===== src/rtl/pdrot_div.sv =====
// Pipelined complex quotient divider of the Poincare disk rotation unit.
// Divides two signed numerators by one unsigned divisor, one quotient bit per
// step stage, rounds half away from zero and saturates. Depends on nothing else.
module pdrot_div #(
  parameter int FRAC = 15,
  parameter int NW   = 37,
  parameter int DW   = 21,
  parameter int PW   = 1
) (
  input  logic                 clk_i,
  input  logic                 rst_ni,
  input  logic                 valid_i,
  output logic                 ready_o,
  input  logic signed [NW-1:0] num_a_i,
  input  logic signed [NW-1:0] num_b_i,
  input  logic        [DW-1:0] den_i,
  input  logic        [PW-1:0] pay_i,
  output logic                 valid_o,
  input  logic                 ready_i,
  output logic signed [FRAC:0] quo_a_o,
  output logic signed [FRAC:0] quo_b_o,
  output logic                 ovf_o,
  output logic        [PW-1:0] pay_o
);

  localparam int QW = FRAC + 1;
  localparam int MW = NW + 1;

  logic          vld_q [0:QW];
  logic          rdy   [0:QW+1];
  logic [DW-1:0] ra_q  [0:QW];
  logic [DW-1:0] rb_q  [0:QW];
  logic [QW-1:0] la_q  [0:QW];
  logic [QW-1:0] lb_q  [0:QW];
  logic [QW-1:0] qa_q  [0:QW];
  logic [QW-1:0] qb_q  [0:QW];
  logic [DW-1:0] d_q   [0:QW];
  logic          sa_q  [0:QW];
  logic          sb_q  [0:QW];
  logic          ba_q  [0:QW];
  logic          bb_q  [0:QW];
  logic          z_q   [0:QW];
  logic [PW-1:0] pl_q  [0:QW];

  logic                 out_vld_q;
  logic signed [FRAC:0] qa_out_q;
  logic signed [FRAC:0] qb_out_q;
  logic                 ovf_q;
  logic [PW-1:0]        pay_q;

  // Preparation: magnitudes plus half the divisor, and the early overflow test.
  logic signed [MW-1:0] a_ext;
  logic signed [MW-1:0] b_ext;
  logic        [MW-1:0] na;
  logic        [MW-1:0] nb;
  logic                 big_a;
  logic                 big_b;

  always_comb begin
    a_ext = MW'(num_a_i);
    b_ext = MW'(num_b_i);
    na    = (a_ext[MW-1] ? MW'(-a_ext) : MW'(a_ext)) + MW'(den_i >> 1);
    nb    = (b_ext[MW-1] ? MW'(-b_ext) : MW'(b_ext)) + MW'(den_i >> 1);
    big_a = (na >> QW) >= MW'(den_i);
    big_b = (nb >> QW) >= MW'(den_i);
  end

  assign ready_o = rdy[0];

  always_comb begin
    rdy[QW+1] = !out_vld_q || ready_i;
    for (int k = QW; k >= 0; k--) begin
      rdy[k] = !vld_q[k] || rdy[k+1];
    end
  end

  always_ff @(posedge clk_i or negedge rst_ni) begin
    if (!rst_ni) begin
      vld_q[0] <= 1'b0;
    end else if (rdy[0]) begin
      vld_q[0] <= valid_i;
    end
  end

  always_ff @(posedge clk_i) begin
    if (rdy[0] && valid_i) begin
      ra_q[0] <= big_a ? '0 : DW'(na >> QW);
      rb_q[0] <= big_b ? '0 : DW'(nb >> QW);
      la_q[0] <= na[QW-1:0];
      lb_q[0] <= nb[QW-1:0];
      qa_q[0] <= '0;
      qb_q[0] <= '0;
      d_q[0]  <= den_i;
      sa_q[0] <= num_a_i[NW-1];
      sb_q[0] <= num_b_i[NW-1];
      ba_q[0] <= big_a;
      bb_q[0] <= big_b;
      z_q[0]  <= (den_i == '0);
      pl_q[0] <= pay_i;
    end
  end

  for (genvar k = 1; k <= QW; k++) begin : g_step
    logic [DW:0] ta;
    logic [DW:0] tb;
    logic        ga;
    logic        gb;

    always_comb begin
      ta = {ra_q[k-1], la_q[k-1][QW-k]};
      tb = {rb_q[k-1], lb_q[k-1][QW-k]};
      ga = ta >= {1'b0, d_q[k-1]};
      gb = tb >= {1'b0, d_q[k-1]};
    end

    always_ff @(posedge clk_i or negedge rst_ni) begin
      if (!rst_ni) begin
        vld_q[k] <= 1'b0;
      end else if (rdy[k]) begin
        vld_q[k] <= vld_q[k-1];
      end
    end

    always_ff @(posedge clk_i) begin
      if (rdy[k] && vld_q[k-1]) begin
        ra_q[k] <= ga ? DW'(ta - {1'b0, d_q[k-1]}) : DW'(ta);
        rb_q[k] <= gb ? DW'(tb - {1'b0, d_q[k-1]}) : DW'(tb);
        la_q[k] <= la_q[k-1];
        lb_q[k] <= lb_q[k-1];
        qa_q[k] <= {qa_q[k-1][QW-2:0], ga};
        qb_q[k] <= {qb_q[k-1][QW-2:0], gb};
        d_q[k]  <= d_q[k-1];
        sa_q[k] <= sa_q[k-1];
        sb_q[k] <= sb_q[k-1];
        ba_q[k] <= ba_q[k-1];
        bb_q[k] <= bb_q[k-1];
        z_q[k]  <= z_q[k-1];
        pl_q[k] <= pl_q[k-1];
      end
    end
  end

  // Saturation: positive results stop at 2^FRAC - 1, negative ones at -2^FRAC.
  logic          sat_a;
  logic          sat_b;
  logic [QW-1:0] mag_a;
  logic [QW-1:0] mag_b;
  logic [QW-1:0] lim_pos;
  logic [QW-1:0] lim_neg;

  always_comb begin
    lim_pos = {1'b0, {(QW-1){1'b1}}};
    lim_neg = {1'b1, {(QW-1){1'b0}}};
    sat_a   = ba_q[QW] || qa_q[QW][QW-1] && (sa_q[QW] ? |qa_q[QW][QW-2:0] : 1'b1);
    sat_b   = bb_q[QW] || qb_q[QW][QW-1] && (sb_q[QW] ? |qb_q[QW][QW-2:0] : 1'b1);
    mag_a   = sat_a ? (sa_q[QW] ? lim_neg : lim_pos) : qa_q[QW];
    mag_b   = sat_b ? (sb_q[QW] ? lim_neg : lim_pos) : qb_q[QW];
  end

  always_ff @(posedge clk_i or negedge rst_ni) begin
    if (!rst_ni) begin
      out_vld_q <= 1'b0;
    end else if (rdy[QW+1]) begin
      out_vld_q <= vld_q[QW];
    end
  end

  always_ff @(posedge clk_i) begin
    if (rdy[QW+1] && vld_q[QW]) begin
      if (z_q[QW]) begin
        qa_out_q <= '0;
        qb_out_q <= '0;
        ovf_q    <= 1'b1;
      end else begin
        qa_out_q <= sa_q[QW] ? -$signed(mag_a) : $signed(mag_a);
        qb_out_q <= sb_q[QW] ? -$signed(mag_b) : $signed(mag_b);
        ovf_q    <= sat_a || sat_b;
      end
      pay_q <= pl_q[QW];
    end
  end

  assign valid_o = out_vld_q;
  assign quo_a_o = qa_out_q;
  assign quo_b_o = qb_out_q;
  assign ovf_o   = ovf_q;
  assign pay_o   = pay_q;

endmodule


===== config.mk =====
export PLATFORM = sky130hd
export DESIGN_NAME = pdrot_div
export DESIGN_NICKNAME = d
export VERILOG_FILES = /design/src/rtl/pdrot_div.sv
export SDC_FILE = /design/constraint.sdc
export NUM_CORES = 2
export LEC_CHECK = 0
export BUFFER_PORTS_ARGS = -buffer_cell sky130_fd_sc_hd__buf_4
export CAP_MARGIN = 20
export CORE_ASPECT_RATIO = 1.2
export CORE_MARGIN = 5
export CORE_UTILIZATION = 50
export DETAILED_ROUTE_END_ITERATION = 10
export PLACE_DENSITY = 0.68
export SYNTH_ARGS = -nofsm -noshare
export SYNTH_HDL_FRONTEND = slang
export SYNTH_SLANG_ARGS = --single-unit
export TNS_END_PERCENT = 5

===== constraint.sdc =====
create_clock -name clk_i -period 8.8 [get_ports clk_i]
set_clock_uncertainty 0.2 [all_clocks]
set_input_delay 1.32 -clock clk_i [delete_from_list [all_inputs] [get_ports clk_i]]
set_output_delay 1.32 -clock clk_i [all_outputs]
set_load 0.005 [all_outputs]

==> run_results.csv <==
group,metric,value,unit
outcome,status,"completed",
timing,slew_viol_final,0,
grt,grt_usage,26.79,%
pwr,total_power,40.67,mW
drt,vias,65757,
setup_path,reg2reg_to,"rb_q[0][276]",
timing,period_share,79.02,%
setup_path,critPathSlowestCell,"or4_1",
grt,grt_pass1_vias,66635,
floorplanning,dieArea,201200,um^2
drt,avgRoutedWirePerCell,24.55,um
drt,vias_per_cell,5.886,
synth,synthTopCellsByCount,"edfxtp_1, ha_1, a21oi_1",
cts,clockBufferDepth,3,
setup_path,cp_num_buf_inv,3,
cts,cts_setup_buffers,0,
drt,drc_errors,0,
synth,synth_fp_nets,9185,
synth,ys_warn_count,0,
cts,hold_buffers,0,
floorplanning,io_pins,136,
final_layout,layout-drive-gt1-share,10.69,%
placement,place_congestion,0.9308,
synth,ys_seq_elements,1706,
cts,cts_resized,0,
grt,grt_overflow,0,
worst_hold_path,min_path_type,"input pin to async pin",
grt,grt_start_max_net_pins,74,
setup_path,critPathMaxFanout,12,
setup_path,r2r-start,"lb_q[0][195]",
setup_path,critPathTopFamily,"simple AND/OR/NAND/NOR gates",
synth,yosys.area.top_type,"edfxtp_1",
pwr,power.leakage,41.87,nW
pwr,power.density_cell_area,381.3,nW/um^2
synth,synthDominantCellAreaShare,52.71,%
grt,antenna_found_initial,7,
setup_path,endpoint_kind,"flop",
timing,setup_ws,1.846,ns
floorplanning,fp.dieW,410.3,um
grt,grt_pass1_wl,406800,um
run,cap_violations,0,
synth,synthMostInstantiatedCell,"edfxtp_1",
cts,cts-buffers-inserted,174,
cts,ctsRootBufferMaster,"clkbuf_16",
synth,synth_area,96160,um^2
setup_path,critical-path-max-stage-delay,0.65,ns
timing,slew_headroom,19.88,%
timing,grt_setup_unrepaired,"false",
placement,dp_hpwl,219300,um
drt,drt_iter0_markers,4199,
setup_path,cp_common_cell,"ha_1",
pwr,irDropWorstVdd,0.2359,mV
drt,wl,274300,um
timing,worst_slew_pin_slew,1.192,ns
placement,numPortBuffers,135,
timing,max_freq,0.1438,GHz
cts,h-tree-depth,4,
placement,pre_cts_slack,0.6258,ns
drt,ant_nets,0,
final_layout,area_delta_synth_final,10.92,%
synth,synth_edf_count,1688,
timing,hold_violations,0,
floorplanning,die_h,490.4,um
synth,async_reset_ff_share,1.055,%
final_layout,fin_nets,9427,
floorplanning,initial_core_util,50.19,%
setup_path,crit_arrival,7.40,ns
timing,post-route-min-period,6.954,ns
synth,synth_cells,8289,
synth,synth_area_leaders,"edfxtp_1, ha_1, a21oi_1",
synth,ys_types,90,
setup_path,path_class,"input pin to flop",
drt,first_pass_iters,6,
setup_path,r2r_slack,3.32,ns
synth,synthFlopType,"edfxtp_1",
floorplanning,row_count,176,
setup_path,required,9.25,ns
synth,ys_seq_area_share,53.18,%
setup_path,critPathLaunchType,"input pin",
cts,clkTransAtPathRegs,0.06,ns
cts,clock_sinks,1706,
cts,clock_latency,0.86,ns
synth,avgSynthCellArea,11.60,um^2
cts,cts_tree,"yes",
floorplanning,coreArea,191600,um^2
setup_path,reg2reg_depth,12,
timing,setup_viol,0,
registers in the layout, summed over array words and instances, names as in the netlist, 16 cells and up:
name,cells
pl_q,17
ba_q,17
bb_q,17
qa_q,136
vld_q,17
qb_q,136
quo_a_o,16
sb_q,17
lb_q,136
la_q,136
d_q,336
rb_q,336
ra_q,336
sa_q,17
quo_b_o,16
z_q,17
layout by cell type, fill, tap and decap left out, drive strengths merged, types with 32 or more instances in the layout:
| cell type | instances |
|---|---|
| xnor2 | 411 |
| xor2 | 181 |
| or2 | 80 |
| o21ai | 369 |
| clkbuf | 193 |
| o211ai | 48 |
| o21a | 100 |
| mux2i | 33 |
| nor4 | 61 |
| nor3 | 186 |
| nand3 | 153 |
| nand4 | 107 |
| o21bai | 54 |
| nand2b | 118 |
| and2 | 35 |
| a21o | 221 |
| edfxtp | 1688 |
| ha | 764 |
| or3 | 57 |
| mux2 | 295 |
| inv | 606 |
| clkinv | 79 |
| nand2 | 341 |
| o31ai | 68 |
| a211oi | 49 |
| fa | 32 |
| a21oi | 736 |
| and3 | 66 |
| a31oi | 71 |
| nor2b | 139 |
| buf | 210 |
| nor2 | 653 |
metrics by stage:
step                      hold WS (ns)  instance area (um^2)  setup TNS [ns]  utilization [%]  cells
after global routing           0.08417                106700               0            55.68  11171
after floorplan                 0.2003                 96160         -139.90                -   8289
after detailed placement        0.2045                100400               0            52.43  10843
after CTS                      0.04535                106600               0            55.65  11166
final                           0.1134                106700               0            55.68  11172
after global placement          0.2005                100400               0            52.40  10838
worst max-delay path by stage:
stage                          start     endpoint  slack [ns]  cells past startpoint
final                     num_b_i[1]  rb_q[0][13]        1.85                     26
after global routing      num_b_i[1]  rb_q[0][15]        1.42                     26
after CTS                 num_a_i[5]   ra_q[0][0]        1.53                     21
after detailed placement  num_a_i[5]   ra_q[0][0]        0.63                     21
after global placement    num_a_i[5]   ra_q[0][1]        0.76                     21
after floorplan              ready_i   ba_q[1][3]       -1.39                      5
routing by layer:
layer	track usage, %	routed length [um]	vias up
li1	-	-	31511
met1	28.02	97190	31899
met2	50.23	145500	1698
met3	3.315	10220	649
met4	17.32	21420	0
met5	0	0	-
area by class of cell:
type	instances	area, um^2
clock inverter	131	1745
fill	16138	84920
multi-input combinational	5837	42360
timing repair buffer	211	1618
sequential	1706	51140
tap	2492	3118
inverter	601	2256
clock buffer	192	4422
antenna	2	5.005
logic make-up (layout without fill, tap and decap cells):
kind of cell / after synthesis / count (layout) / synth area share [%]
flip-flops: 1706 / 1706 / 53.18
adder cells (fa/ha/maj): 796 / 796 / 10.61
AO/OA/AOI/OAI: 2023 / 2023 / 13.24
XOR/XNOR: 592 / 592 / 5.392
other: 0 / 2 / 0
AND/OR/NAND/NOR: 2098 / 2098 / 10.86
multiplexers: 328 / 328 / 3.798
buffers and inverters: 746 / 1135 / 2.921
power breakdown:
part / switching [mW] / internal, mW
logic: 10.9 / 7.82
clock network: 3.37 / 4.50
registers: 1.50 / 12.5
total: 15.8 / 24.8
(Power assumes the default switching activity.)
